==> config.mk <==
export PLATFORM = sky130hd
export DESIGN_NAME = rtc_date_to_epoch_seconds
export DESIGN_NICKNAME = d
export VERILOG_FILES = /design/src/hdl/rtce_pkg.sv /design/src/hdl/rtce_decode.sv /design/src/hdl/rtce_days.sv /design/src/hdl/rtce_secs.sv /design/src/hdl/rtc_date_to_epoch_seconds.sv
export VERILOG_INCLUDE_DIRS = /design/src /design/src/hdl
export SDC_FILE = /design/constraint.sdc
export NUM_CORES = 1
export LEC_CHECK = 0
export ABC_CLOCK_PERIOD_IN_PS = 10200
export BUFFER_PORTS_ARGS = -buffer_cell sky130_fd_sc_hd__buf_4
export CORE_AREA = 2 2 234 236
export CTS_CLUSTER_SIZE = 12
export DETAILED_ROUTE_END_ITERATION = 10
export DIE_AREA = 0 0 236 238
export PLACE_DENSITY = 0.76
export SLEW_MARGIN = 5
export SYNTH_ARGS = -nofsm -noshare
export SYNTH_HDL_FRONTEND = slang
export SYNTH_HIERARCHICAL = 1
export SYNTH_SLANG_ARGS = --single-unit
==> constraint.sdc <==
create_clock -name clk_i -period 10.2 [get_ports clk_i]
set_input_delay 1.02 -clock clk_i [delete_from_list [all_inputs] [get_ports clk_i]]
set_output_delay 1.02 -clock clk_i [all_outputs]
set_load 0.005 [all_outputs]
==> src/hdl/rtc_date_to_epoch_seconds_assert.svh <==
`ifndef RTC_DATE_TO_EPOCH_SECONDS_ASSERT_SVH
`define RTC_DATE_TO_EPOCH_SECONDS_ASSERT_SVH

// Same-cycle implication, disabled while reset is asserted.
`define RTCE_ASSERT_IMP(lbl, clk, rst_n, ante, cons) \
  lbl: assert property (@(posedge clk) disable iff (!rst_n) (ante) |-> (cons)) \
    else $error("rtce assertion failed");

// Next-cycle implication, disabled while reset is asserted.
`define RTCE_ASSERT_NEXT(lbl, clk, rst_n, ante, cons) \
  lbl: assert property (@(posedge clk) disable iff (!rst_n) (ante) |=> (cons)) \
    else $error("rtce assertion failed");

`endif

==> src/hdl/rtce_pkg.sv <==
package rtce_pkg;

  localparam logic [11:0] YearBase    = 12'd1900;
  localparam logic [11:0] YearWindow  = 12'd1970;
  localparam logic [11:0] YearCentury = 12'd100;
  localparam logic [11:0] Year2000    = 12'd2000;
  localparam logic [11:0] Year2100    = 12'd2100;
  localparam logic [31:0] DayBias     = 32'd719499;
  localparam logic [16:0] MonthMul    = 17'd367;
  localparam logic [16:0] Recip3      = 17'd43691;  // ceil(2^17 / 3)

  typedef struct packed {
    logic       vld;
    logic [7:0] second;
    logic [7:0] minute;
    logic [7:0] hour;
    logic [7:0] day;
    logic [7:0] month;
    logic [7:0] year;
  } rtce_fields_t;

  typedef struct packed {
    logic        vld;
    logic [31:0] days;
    logic [7:0]  hour;
    logic [7:0]  minute;
    logic [7:0]  second;
  } rtce_days_t;

  // low nibble plus ten times high nibble, or the byte as is
  function automatic logic [7:0] decode_byte(input logic [7:0] b, input logic bcd);
    logic [7:0] hi;
    hi = {4'b0000, b[7:4]};
    if (bcd) begin
      decode_byte = {4'b0000, b[3:0]} + (hi << 3) + (hi << 1);
    end else begin
      decode_byte = b;
    end
  endfunction

endpackage

==> src/hdl/rtce_decode.sv <==
`include "rtc_date_to_epoch_seconds_assert.svh"

module rtce_decode (
  input  logic                  clk_i,
  input  logic                  rst_ni,
  input  logic                  bcd_i,
  input  rtce_pkg::rtce_fields_t raw_i,
  output rtce_pkg::rtce_fields_t dec_o
);
  import rtce_pkg::*;

  rtce_fields_t dec_d, dec_q;

  always_comb begin
    dec_d        = raw_i;
    dec_d.second = decode_byte(raw_i.second, bcd_i);
    dec_d.minute = decode_byte(raw_i.minute, bcd_i);
    dec_d.hour   = decode_byte(raw_i.hour, bcd_i);
    dec_d.day    = decode_byte(raw_i.day, bcd_i);
    dec_d.month  = decode_byte(raw_i.month, bcd_i);
    dec_d.year   = decode_byte(raw_i.year, bcd_i);
  end

  always_ff @(posedge clk_i or negedge rst_ni) begin
    if (!rst_ni) begin
      dec_q <= '0;
    end else begin
      dec_q <= dec_d;
    end
  end

  assign dec_o = dec_q;

  // BCD decode can never exceed 165
  `RTCE_ASSERT_IMP(a_bcd_range, clk_i, rst_ni, dec_q.vld && $past(bcd_i),
    dec_q.year <= 8'd165 && dec_q.month <= 8'd165 && dec_q.day <= 8'd165 &&
    dec_q.hour <= 8'd165 && dec_q.minute <= 8'd165 && dec_q.second <= 8'd165)

endmodule

==> src/hdl/rtce_days.sv <==
`include "rtc_date_to_epoch_seconds_assert.svh"

module rtce_days (
  input  logic                  clk_i,
  input  logic                  rst_ni,
  input  rtce_pkg::rtce_fields_t dec_i,
  output rtce_pkg::rtce_days_t   days_o
);
  import rtce_pkg::*;

  // stage A: year window and March-based month
  logic        a_vld_q;
  logic [11:0] a_year_d, a_year_q;
  logic [7:0]  a_mon_d, a_mon_q;
  logic [7:0]  a_day_q, a_hour_q, a_min_q, a_sec_q;
  logic [11:0] year_w;

  always_comb begin
    year_w = {4'b0000, dec_i.year} + YearBase;
    if (year_w < YearWindow) begin
      year_w = year_w + YearCentury;
    end
    if (dec_i.month <= 8'd2) begin
      a_mon_d  = dec_i.month + 8'd10;
      a_year_d = year_w - 12'd1;
    end else begin
      a_mon_d  = dec_i.month - 8'd2;
      a_year_d = year_w;
    end
  end

  // stage B: year day count and month product
  logic        b_vld_q;
  logic [20:0] b_yterm_d, b_yterm_q;
  logic [16:0] b_mprod_d, b_mprod_q;
  logic [7:0]  b_day_q, b_hour_q, b_min_q, b_sec_q;
  logic [4:0]  cent_w;
  logic [2:0]  quad_w;

  // year stays within 1969..2155, so centuries follow from two compares
  always_comb begin
    cent_w = (a_year_q >= Year2100) ? 5'd21 : ((a_year_q >= Year2000) ? 5'd20 : 5'd19);
    quad_w = (a_year_q >= Year2000) ? 3'd5 : 3'd4;
    b_yterm_d = 21'(a_year_q) * 21'd365 + 21'(a_year_q >> 2) + 21'(quad_w) - 21'(cent_w);
    b_mprod_d = 17'(a_mon_q) * MonthMul;
  end

  // stage C: month product over 12 by reciprocal, then the day sum
  logic [31:0] c_days_d;
  logic [31:0] recip_w;
  logic [14:0] mdiv_w;

  always_comb begin
    recip_w  = 32'(b_mprod_q[16:2]) * 32'(Recip3);
    mdiv_w   = recip_w[31:17];
    c_days_d = 32'(b_yterm_q) + 32'(mdiv_w) + 32'(b_day_q) - DayBias;
  end

  rtce_days_t days_q;

  always_ff @(posedge clk_i or negedge rst_ni) begin
    if (!rst_ni) begin
      a_vld_q <= 1'b0;
      b_vld_q <= 1'b0;
      days_q  <= '0;
    end else begin
      a_vld_q       <= dec_i.vld;
      b_vld_q       <= a_vld_q;
      days_q.vld    <= b_vld_q;
      days_q.days   <= c_days_d;
      days_q.hour   <= b_hour_q;
      days_q.minute <= b_min_q;
      days_q.second <= b_sec_q;
    end
  end

  always_ff @(posedge clk_i) begin
    a_year_q      <= a_year_d;
    a_mon_q       <= a_mon_d;
    a_day_q       <= dec_i.day;
    a_hour_q      <= dec_i.hour;
    a_min_q       <= dec_i.minute;
    a_sec_q       <= dec_i.second;
    b_yterm_q     <= b_yterm_d;
    b_mprod_q     <= b_mprod_d;
    b_day_q       <= a_day_q;
    b_hour_q      <= a_hour_q;
    b_min_q       <= a_min_q;
    b_sec_q       <= a_sec_q;
  end

  assign days_o = days_q;

  `RTCE_ASSERT_IMP(a_year_window, clk_i, rst_ni, a_vld_q,
    a_year_q >= 12'd1969 && a_year_q <= 12'd2155)
  `RTCE_ASSERT_IMP(a_month_div, clk_i, rst_ni, b_vld_q,
    18'(mdiv_w) * 18'd12 <= 18'(b_mprod_q) &&
    18'(b_mprod_q) < 18'(mdiv_w) * 18'd12 + 18'd12)

endmodule

==> src/hdl/rtce_secs.sv <==
module rtce_secs (
  input  logic                clk_i,
  input  logic                rst_ni,
  input  rtce_pkg::rtce_days_t days_i,
  output logic                vld_o,
  output logic [31:0]         secs_o
);
  import rtce_pkg::*;

  logic        h_vld_q, m_vld_q, s_vld_q;
  logic [31:0] h_acc_d, h_acc_q;
  logic [31:0] m_acc_d, m_acc_q;
  logic [31:0] s_acc_d, s_acc_q;
  logic [7:0]  h_min_q, h_sec_q, m_sec_q;

  // one multiply-add per stage, all modulo 2^32
  always_comb begin
    h_acc_d = days_i.days * 32'd24 + 32'(days_i.hour);
    m_acc_d = h_acc_q * 32'd60 + 32'(h_min_q);
    s_acc_d = m_acc_q * 32'd60 + 32'(m_sec_q);
  end

  always_ff @(posedge clk_i or negedge rst_ni) begin
    if (!rst_ni) begin
      h_vld_q <= 1'b0;
      m_vld_q <= 1'b0;
      s_vld_q <= 1'b0;
    end else begin
      h_vld_q <= days_i.vld;
      m_vld_q <= h_vld_q;
      s_vld_q <= m_vld_q;
    end
  end

  always_ff @(posedge clk_i) begin
    h_acc_q <= h_acc_d;
    h_min_q <= days_i.minute;
    h_sec_q <= days_i.second;
    m_acc_q <= m_acc_d;
    m_sec_q <= h_sec_q;
    s_acc_q <= s_acc_d;
  end

  assign vld_o  = s_vld_q;
  assign secs_o = s_acc_q;

endmodule

==> src/hdl/rtc_date_to_epoch_seconds.sv <==
// Channel   Direction  Handshake                    Payload
// request   in         start / busy                 raw_second_i .. raw_year_i
// result    out        done_o (one-cycle strobe)    epoch_seconds_o
// config    in         cfg_valid_i / cfg_ready_o    cfg_data_i (fields_are_bcd)
//
// A new request may enter on every clock; busy stays low.
// Pipeline stages in order: decode, year/month fold, year and month terms,
// day sum, then hour, minute and second multiply-add stages.
// Reset clears every valid bit and sets fields_are_bcd to 1.
// Results are not held: done_o pulses for one cycle per request.
`include "rtc_date_to_epoch_seconds_assert.svh"

module rtc_date_to_epoch_seconds (
  input  logic        clk_i,
  input  logic        rst_ni,
  input  logic        start,
  output logic        busy,
  input  logic [7:0]  raw_second_i,
  input  logic [7:0]  raw_minute_i,
  input  logic [7:0]  raw_hour_i,
  input  logic [7:0]  raw_day_i,
  input  logic [7:0]  raw_month_i,
  input  logic [7:0]  raw_year_i,
  output logic        done_o,
  output logic [31:0] epoch_seconds_o,
  input  logic        cfg_valid_i,
  output logic        cfg_ready_o,
  input  logic        cfg_data_i
);
  import rtce_pkg::*;

  // the pipeline never stalls, so requests and writes are always taken
  assign busy        = 1'b0;
  assign cfg_ready_o = 1'b1;

  logic bcd_q;

  // hold the encoding flag; a request taken on the write edge uses the old value
  always_ff @(posedge clk_i or negedge rst_ni) begin
    if (!rst_ni) begin
      bcd_q <= 1'b1;
    end else if (cfg_valid_i && cfg_ready_o) begin
      bcd_q <= cfg_data_i;
    end
  end

  rtce_fields_t raw_w, dec_w;
  rtce_days_t   days_w;

  // pack the snapshot; valid marks an accepted request
  always_comb begin
    raw_w.vld    = start && !busy;
    raw_w.second = raw_second_i;
    raw_w.minute = raw_minute_i;
    raw_w.hour   = raw_hour_i;
    raw_w.day    = raw_day_i;
    raw_w.month  = raw_month_i;
    raw_w.year   = raw_year_i;
  end

  // decode BCD or pass binary bytes through
  rtce_decode u_decode (
    .clk_i  (clk_i),
    .rst_ni (rst_ni),
    .bcd_i  (bcd_q),
    .raw_i  (raw_w),
    .dec_o  (dec_w)
  );

  // window the year, fold the month and count days
  rtce_days u_days (
    .clk_i  (clk_i),
    .rst_ni (rst_ni),
    .dec_i  (dec_w),
    .days_o (days_w)
  );

  // advance days into hours, minutes and seconds
  rtce_secs u_secs (
    .clk_i  (clk_i),
    .rst_ni (rst_ni),
    .days_i (days_w),
    .vld_o  (done_o),
    .secs_o (epoch_seconds_o)
  );

  `RTCE_ASSERT_NEXT(a_accept_to_decode, clk_i, rst_ni, start && !busy, dec_w.vld)
  `RTCE_ASSERT_IMP(a_done_has_request, clk_i, rst_ni, done_o, $past(start && !busy, 7))

endmodule
# Word level (Yosys, flattened, before mapping)
# Cells that the tools add are included.
[word_totals]
in_bits = 53
out_inout_bits = 35
regBits = 354
word_cells = 84
[classes]
add_sub_neg = 26
mul = 6
muxes = 12
magnitude_cmp = 4
[ops]
columns = ["op", "count"]
rows = [
  ["32-bit by 8-bit adder with 32-bit output", 4],
  ["32-bit by 4-bit multiplier with 30-bit output, second input constant", 2],
  ["8-bit 2-to-1 mux", 7],
  ["4-bit by 7-bit adder with 8-bit output", 6],
  ["8-bit by 5-bit adder with 8-bit output", 6],
  ["32-bit by 2-bit multiplier with 29-bit output, second input constant", 1],
  ["32-bit by 20-bit subtractor with 32-bit output, second input constant", 1],
  ["15-bit by 16-bit multiplier with 31-bit output, second input constant", 1],
  ["12-bit 2-to-1 mux", 2],
  ["21-bit by 14-bit adder with 22-bit output", 1],
  ["21-bit by 10-bit adder with 21-bit output", 1],
  ["21-bit by 3-bit adder with 21-bit output", 1],
  ["12-bit by 9-bit multiplier with 21-bit output, second input constant", 1],
  ["21-bit by 5-bit subtractor with 21-bit output", 1],
  ["8-bit by 9-bit multiplier with 17-bit output, second input constant", 1],
  ["12-bit by 7-bit adder with 12-bit output, second input constant", 1],
  ["8-bit by 11-bit adder with 12-bit output, second input constant", 1],
  ["12-bit by 11-bit greater-or-equal comparator with 1-bit output, second input constant", 1],
  ["12-bit greater-or-equal comparator, second input constant", 1],
  ["12-bit by 11-bit < comparator with 1-bit output, second input constant", 1],
  ["12-bit by 1-bit subtractor with 12-bit output, second input constant", 1],
  ["8-bit by 4-bit adder with 8-bit output, second input constant", 1],
  ["8-bit by 2-bit <= comparator with 1-bit output, second input constant", 1],
  ["8-bit by 2-bit subtractor with 8-bit output, second input constant", 1],
  ["other kinds (3)", 3],
]

# Longest topological paths before layout
# Gate-level depths: netlist of run 1.
[depth]
ltp_word = 5
ltp_mapped = 36
mapped_depth_nobuf = 36

# By module
# Netlist of run 1, hierarchy kept.
[by_module_without_submodules]
columns = ["module", "cells_each", "n_inst", "seq_area_each_um2", "area_each_um2"]
rows = [
  ["rtce_days", 1389, 1, 3878.7, 14574.0],
  ["rtce_secs", 1219, 1, 2357.3, 11363.4],
  ["rtce_decode", 310, 1, 1226.2, 3321.9],
  ["rtc_date_to_epoch_seconds", 6, 1, 26.3, 63.8],
]

# Worst setup path before layout of run 1
# No wires, ideal clock.
[synth_timing]
path_type = "register to register"
from = "reg u_days.b_mprod_q[13]"
to = "reg u_days.days_q (netlist bit u_days/days_o[47])"
stages_incl_launch_ff = 32
setup_slack_ns = 1.767
setup_time_ns = 0.143
n_path_buf = 0
t_required_ns = 10.057
arrival_ns = 8.290
synth_period_minus_slack_ns = 8.433
path_cell_list = "dfxtp_1 > ha_1 > inv_1 > fa_1 > fa_1 > inv_1 > fa_1 > inv_1 > fa_1 > inv_1 > fa_1 > ha_1 > o21ai_0 > a21oi_1 > nor4_1 > a211oi_1 > o41a_1 > a41o_1 > or2_2 > a21oi_1 > xnor2_1 > ha_1 > or2_2 > a21oi_1 > nor2_1 > and3_1 > xor2_1 > ha_1 > or3b_1 > or4b_4 > a21oi_4 > a21oi_1"
[synth_via]
elab_chain_len = 4
[synth_rtl]
columns = ["element", "line_no", "rtl"]
rows = [
  ["start, declared", "rtce_days.sv:35", "logic [16:0] b_mprod_d, b_mprod_q;"],
  ["start signal, assigned", "rtce_days.sv:85", "b_mprod_q <= b_mprod_d;"],
  ["15-bit by 16-bit multiplier with 31-bit output", "rtce_days.sv:54", "recip_w = 32'(b_mprod_q[16:2]) * 32'(Recip3);"],
  ["21-bit by 14-bit adder with 22-bit output", "rtce_days.sv:56", "c_days_d = 32'(b_yterm_q) + 32'(mdiv_w) + 32'(b_day_q) - DayBias;"],
  ["32-bit by 8-bit adder with 32-bit output", "rtce_days.sv:56", ""],
  ["32-bit by 20-bit subtractor with 32-bit output", "rtce_days.sv:56", ""],
  ["net u_days.c_days_d[23]", "rtce_days.sv:49", "logic [31:0] c_days_d;"],
  ["end, declared", "rtce_days.sv:59", "rtce_days_t days_q;"],
]
# The timed path passes the listed nets, and every way through them passes these cells.
# A chain may end at the register's enable or synchronous reset.

# Worst setup path after layout of run 1
[layout_timing]
from = "reg u_days.b_mprod_q[13]"
to = "reg u_days.days_q (netlist bit u_days/days_o[45])"
# Same word-level chain as after synthesis.

==> reports/metrics.yaml, run 1 <==
critical_path:
  endpoint: "u_days/days_o[45]$_DFF_PN0_"
  worstPathArrival_ps: 9630
  cp_num_cells: 31
  startpoint: "u_days/b_mprod_q[13]$_DFF_P_"
  critPathCaptureType: "flip-flop"
  cpLargestDelayFamily: "adder cells"
  worstPathMaxFanout: 4
  required_ps: 10620
  timing.rr.start: "u_days/b_mprod_q[13]$_DFF_P_"
  cpMostUsedCell: "fa_1"
  max_stage_delay_ps: 560
  critPathSlowestCell: "fa_1"
  reg2reg_slack_ps: 990
  reg2reg_depth: 31
  cp-start-kind: "flip-flop"
  worstSetupPathType: "flip-flop to flip-flop"
  regToRegEndpoint: "u_days/days_o[45]$_DFF_PN0_"
  crit_buf_inv: 4
detailed_routing:
  drtIter0Drc: 716
  dr.pass1.iters: 5
  via_per_inst: 5.42
  wire_per_inst_um: 15.3
  drc: 0
  vias: 20200
  drtAntennaViolNets: 0
  drt_wl_total_um: 57000
finish:
  multi_input_area_um2: 19800
  syn2layout_area_growth_pct: 9.62
  post-route-util: 0.596
  fillerInstances: 4459
  final_nets: 3731
  register_area_um2: 7310
  insertedDiodeCount: 0
  layout-drive-gt1-share: 0.0839
hold_path:
  hold_depth: 0
  hp-class: "flip-flop to flip-flop"
synthesis:
  syn_area_per_cell_um2: 10.0
  netlist_instances: 2908
  ys_warn_count: 6
  mappedNetlistArea_um2: 29100
  syn_nets: 3633
place:
  place_ws_ps: 999
  port-buffer-count: 85
  place_hpwl_um: 47300
  routabilityCongestion: 0.875
status:
  outcome: "finished, final reports clean"
cts:
  clk_path_buf_depth: 3
  cts.sinks: 339
  cts-hold-fix-buffers: 0
  postCtsResizedCells: 0
  clkSlewWorstSetupHoldPaths_ps: 60
  post-cts-setup-buffers: 0
  cts_buffers: 41
  insertion_delay_ps: 570
  cts_root_buf: "clkbuf_16"
  cts_tree: "yes"
  cts_max_level: 2
grt:
  antenna_found_initial: 0
  busiest_layer: "met2"
  grt_pass1_wl_um: 98600
  grt_overflow: 0
  use_met2: 0.399
  grt_pass1_vias: 21600
  grt_max_degree: 66
  use_met3: 0.0266
  grtUsageMet1: 0.242
  grt_usage: 0.209
timing:
  finalSetupTns_ps: 0
  fin_skew_ps: 19.0
  hold_viol: 0
  worst_slack_ps: 988
  final-max-slew-violation-count: 0
  worst_hold_slack_ps: 317
  fmaxAchievable_mhz: 109
  rsz0062_at_grt: "false"
  worstMarginPinSlew_ps: 1010
  finalCritPeriodShare: 0.903
  finalSetupViolations: 0
  slew_headroom: 0.321
  layout_min_cycle_time_ps: 9210
floorplan:
  die_w_um: 236
  row_count: 85
  fp.dieH_um: 238
  fp.dieArea_um2: 56200
  ios: 88
  initial_core_util: 0.544
  coreArea_um2: 53500
flow_run:
  maxCapViolCount: 0
==> cell usage in the layout (no fill, tap or decap), types with 16 or more instances in the layout <==
cell and count:
inv_1 469, ha_1 409, fa_1 263, dfxtp_1 234
xnor2_1 169, a21oi_1 130, nand2_1 128, nor2_1 128
dfrtp_1 104, o21ai_0 89, buf_4 87, xor2_1 71
a21o_1 58, nor3_1 51, nand3_1 45, clkbuf_16 43
nand2b_1 31, nor2b_1 31, a211oi_1 24, and3_1 24
o211ai_1 20, o21a_1 20, or3_1 19, mux2_2 16
==> how the worst min path moves through the flow <==
| stage | startpoint | endpoint |
|---|---|---|
| finish | u_days/a_day_q[3]$_DFF_P_ | u_days/b_day_q[3]$_DFF_P_ |
| global route | u_days/a_day_q[3]$_DFF_P_ | u_days/b_day_q[3]$_DFF_P_ |
| CTS | u_days/a_sec_q[3]$_DFF_P_ | u_days/b_sec_q[3]$_DFF_P_ |
| detailed placement | u_days/a_hour_q[0]$_DFF_P_ | u_days/b_hour_q[0]$_DFF_P_ |
| global placement | u_days/a_min_q[0]$_DFF_P_ | u_days/b_min_q[0]$_DFF_P_ |
| floorplan | u_days/a_day_q[0]$_DFF_P_ | u_days/b_day_q[0]$_DFF_P_ |
==> routing by layer <==
| layer | vias to the layer above | share of wire |
|---|---|---|
| met5 | - | 0 |
| met4 | 0 | 0.028 |
| met3 | 97 | 0.025 |
| met2 | 272 | 0.53 |
| met1 | 9813 | 0.42 |
| li1 | 10000 | - |
==> metrics by stage <==
stage                     area (um^2)  std cells
final                           31900       3735
after global routing            31900       3735
after CTS                       31900       3735
after detailed placement        30400       3659
after global placement          30400       3659
after floorplan                 29100       2908
==> flip-flops by register name (all words and copies together) (netlist names), 8 cells and up <==
register          count
u_days/a_day_q        8
u_days/a_hour_q       8
u_days/a_min_q        8
u_days/a_mon_q        8
u_days/a_sec_q        8
u_days/a_year_q      12
u_days/b_day_q        8
u_days/b_hour_q       8
u_days/b_min_q        8
u_days/b_mprod_q     15
u_days/b_sec_q        8
u_days/b_yterm_q     21
u_days/days_o        50
u_decode/dec_o       49
u_secs/h_acc_q       28
u_secs/h_min_q        8
u_secs/h_sec_q        8
u_secs/m_acc_q       30
u_secs/m_sec_q        8
u_secs/secs_o        32
==> worst register-to-register path: cells and delay by family, from the launching register on <==
family | cells | cell delay [ps]
AO/OA/AOI/OAI | 7 | 1560
XOR/XNOR | 2 | 320
flip-flops | 1 | 400
buffers and inverters | 4 | 280
adder cells (fa/ha/maj) | 9 | 3840
AND/OR/NAND/NOR | 9 | 2700
==> area by class of cell <==
class | count | share of cell area
timing repair buffer | 87 | 0.0205
sequential | 339 | 0.229
clock inverter | 20 | 0.00918
tap | 696 | 0.0273
inverter | 470 | 0.0553
clock buffer | 56 | 0.0362
multi-input combinational | 2067 | 0.622
Power of run 1 is not shown: default switching activity piles up to over one toggle a cycle in this logic, so the estimate is an artifact.
==> run 2, diff against run 1 <==
--- a/config.mk
+++ b/config.mk
@@ -7,12 +7,12 @@
 export NUM_CORES = 1
 export LEC_CHECK = 0
 export ABC_CLOCK_PERIOD_IN_PS = 10200
-export BUFFER_PORTS_ARGS = -buffer_cell sky130_fd_sc_hd__buf_4
 export CORE_AREA = 2 2 234 236
 export CTS_CLUSTER_SIZE = 12
 export DETAILED_ROUTE_END_ITERATION = 10
 export DIE_AREA = 0 0 236 238
-export PLACE_DENSITY = 0.76
+export DONT_BUFFER_PORTS = 1
+export PLACE_DENSITY = 0.75
 export SLEW_MARGIN = 5
 export SYNTH_ARGS = -nofsm -noshare
 export SYNTH_HDL_FRONTEND = slang
==> reports/metrics.yaml, run 2 (synthesized netlist as in run 1, its figures left out) <==
status:
  outcome: "finished, final reports clean"  # unchanged
timing:
  finalCritPeriodShare: 0.893  # was 0.903
  final-max-slew-violation-count: 0  # unchanged
  finalSetupViolations: 0  # unchanged
  worstMarginPinSlew_ps: 975  # was 1010 ps
  rsz0062_at_grt: "false"  # unchanged
  layout_min_cycle_time_ps: 9110  # was 9210 ps
  fmaxAchievable_mhz: 110  # was 109 MHz
  finalSetupTns_ps: 0  # unchanged
  slew_headroom: 0.342  # was 0.321
  hold_viol: 0  # unchanged
  fin_skew_ps: 11.3  # was 19.0 ps
place:
  routabilityCongestion: 0.893  # was 0.875
  placed_cell_area_um2: 29800  # was 30400 um^2
  port-buffer-count: 0  # was 85
  place_hpwl_um: 46100  # was 47300 um
  placed_cells: 3573  # was 3659
cts:
  cts_tree: "yes"  # unchanged
  cts_root_buf: "clkbuf_16"  # unchanged
  cts_buffers: 39  # was 41
  post-cts-setup-buffers: 0  # unchanged
  cts.sinks: 339  # unchanged
  clkSlewWorstSetupHoldPaths_ps: 60  # about the same
  cts-hold-fix-buffers: 0  # unchanged
  cts_max_level: 2  # unchanged
  insertion_delay_ps: 550  # was 570 ps
  postCtsResizedCells: 0  # unchanged
  clk_path_buf_depth: 3  # unchanged
critical_path:
  required_ps: 10640  # was 10620 ps
  max_stage_delay_ps: 570  # was 560 ps
  worstPathArrival_ps: 9550  # was 9630 ps
  worstSetupPathType: "flip-flop to flip-flop"  # unchanged
  cp-start-kind: "flip-flop"  # unchanged
  critPathSlowestCell: "or4b_4"  # was fa_1
  worstPathMaxFanout: 4  # unchanged
  cpMostUsedCell: "fa_1"  # unchanged
  critPathCaptureType: "flip-flop"  # unchanged
grt:
  grt_max_degree: 106  # was 66
  grt_overflow: 0  # unchanged
  antenna_found_initial: 1  # was 0
  grt_pass1_vias: 21000  # was 21600
  grt_usage: 0.206  # was 0.209
  grt_pass1_wl_um: 97100  # was 98600 um
finish:
  register_area_um2: 7310  # unchanged
  fin_cells: 3643  # was 3735
  final_nets: 3643  # was 3731
  fillerInstances: 4413  # was 4459
  layout_commonest_cell: "inv_1"  # unchanged
  multi_input_area_um2: 19800  # unchanged
  fin_area_um2: 31100  # was 31900 um^2
  largest_register_ffs: 50  # unchanged
  final_cell_mix: "469 x inv_1, 409 x ha_1, 263 x fa_1, 234 x dfxtp_1, 169 x xnor2_1"  # unchanged
  layout-drive-gt1-share: 0.0550  # was 0.0839
  insertedDiodeCount: 0  # unchanged
  syn2layout_area_growth_pct: 7.01  # was 9.62%
floorplan:
  ios: 88  # unchanged
  die_w_um: 236  # unchanged
  fp.dieArea_um2: 56200  # unchanged
  coreArea_um2: 53500  # unchanged
  fp.dieH_um: 238  # unchanged
  row_count: 85  # unchanged
  initial_core_util: 0.544  # unchanged
detailed_routing:
  dr.pass1.iters: 4  # was 5
  drtAntennaViolNets: 0  # unchanged
  drc: 0  # unchanged
  via_per_inst: 5.46  # was 5.42
  drt_wl_total_um: 56100  # was 57000 um
  vias: 19900  # was 20200
  drtIter0Drc: 756  # was 716
  wire_per_inst_um: 15.4  # was 15.3 um
flow_run:
  maxCapViolCount: 0  # unchanged
hold_path:
  hp-class: "primary input to asynchronous set/reset pin"  # was flip-flop to flip-flop
[run 2: stage by stage]
| stage | worst slack, ps | util | hold slack [ps] |
|---|---|---|---|
| floorplan | 1830 | - | 310 |
| global placement | 1350 | 0.557 | 310 |
| detailed placement | 1120 | 0.557 | 312 |
| CTS | 1120 | 0.582 | 125 |
| global route | 466 | 0.582 | 130 |
| finish | 1090 | 0.582 | 159 |
[run 2: final timing paths]
| path | cells after the start | to | startpoint | slack, ps |
|---|---|---|---|---|
| worst max-delay path | 31 | u_days/days_o[45]$_DFF_PN0_ | u_days/b_mprod_q[13]$_DFF_P_ | 1090 |
| worst min-delay path | 0 | u_decode/dec_o[8]$_DFF_PN0_ | rst_ni | 160 |
| worst max register to register | 31 | u_days/days_o[45]$_DFF_PN0_ | u_days/b_mprod_q[13]$_DFF_P_ | 1090 |
| worst min register to register | 0 | u_days/b_day_q[5]$_DFF_P_ | u_days/a_day_q[5]$_DFF_P_ | 320 |
| max in group asynchronous | 0 | u_days/days_o[47]$_DFF_PN0_ | rst_ni | 9710 |
| min in group clk_i | 0 | u_days/b_day_q[5]$_DFF_P_ | u_days/a_day_q[5]$_DFF_P_ | 320 |
[run 2: area by class of cell]
cell class	count	share of cell area
clock inverters	18	0.00852
repair buffers	1	0.000241
multi-input cells	2067	0.637
clock buffers	52	0.0342
well taps	696	0.0280
flip-flops and latches	339	0.235
inverters	470	0.0567
[run 2: routing by layer]
metal  vias up  routed length, um  global-route usage
met5         -                 11                   0
met4         2               1620              0.0641
met3       120               1790              0.0326
met2       297              29500               0.392
met1      9577              23200               0.236
li1       9878                  -                   -
[run 2: critical path, delay by kind of cell (launching register included)]
family	cells	cell delay [ps]
simple gates	9	2640
buf+inv	4	250
compound gates	7	1590
flops	1	390
fa+ha+maj	9	3800
xor+xnor	2	320
Power of run 2 is left out for the same reason.
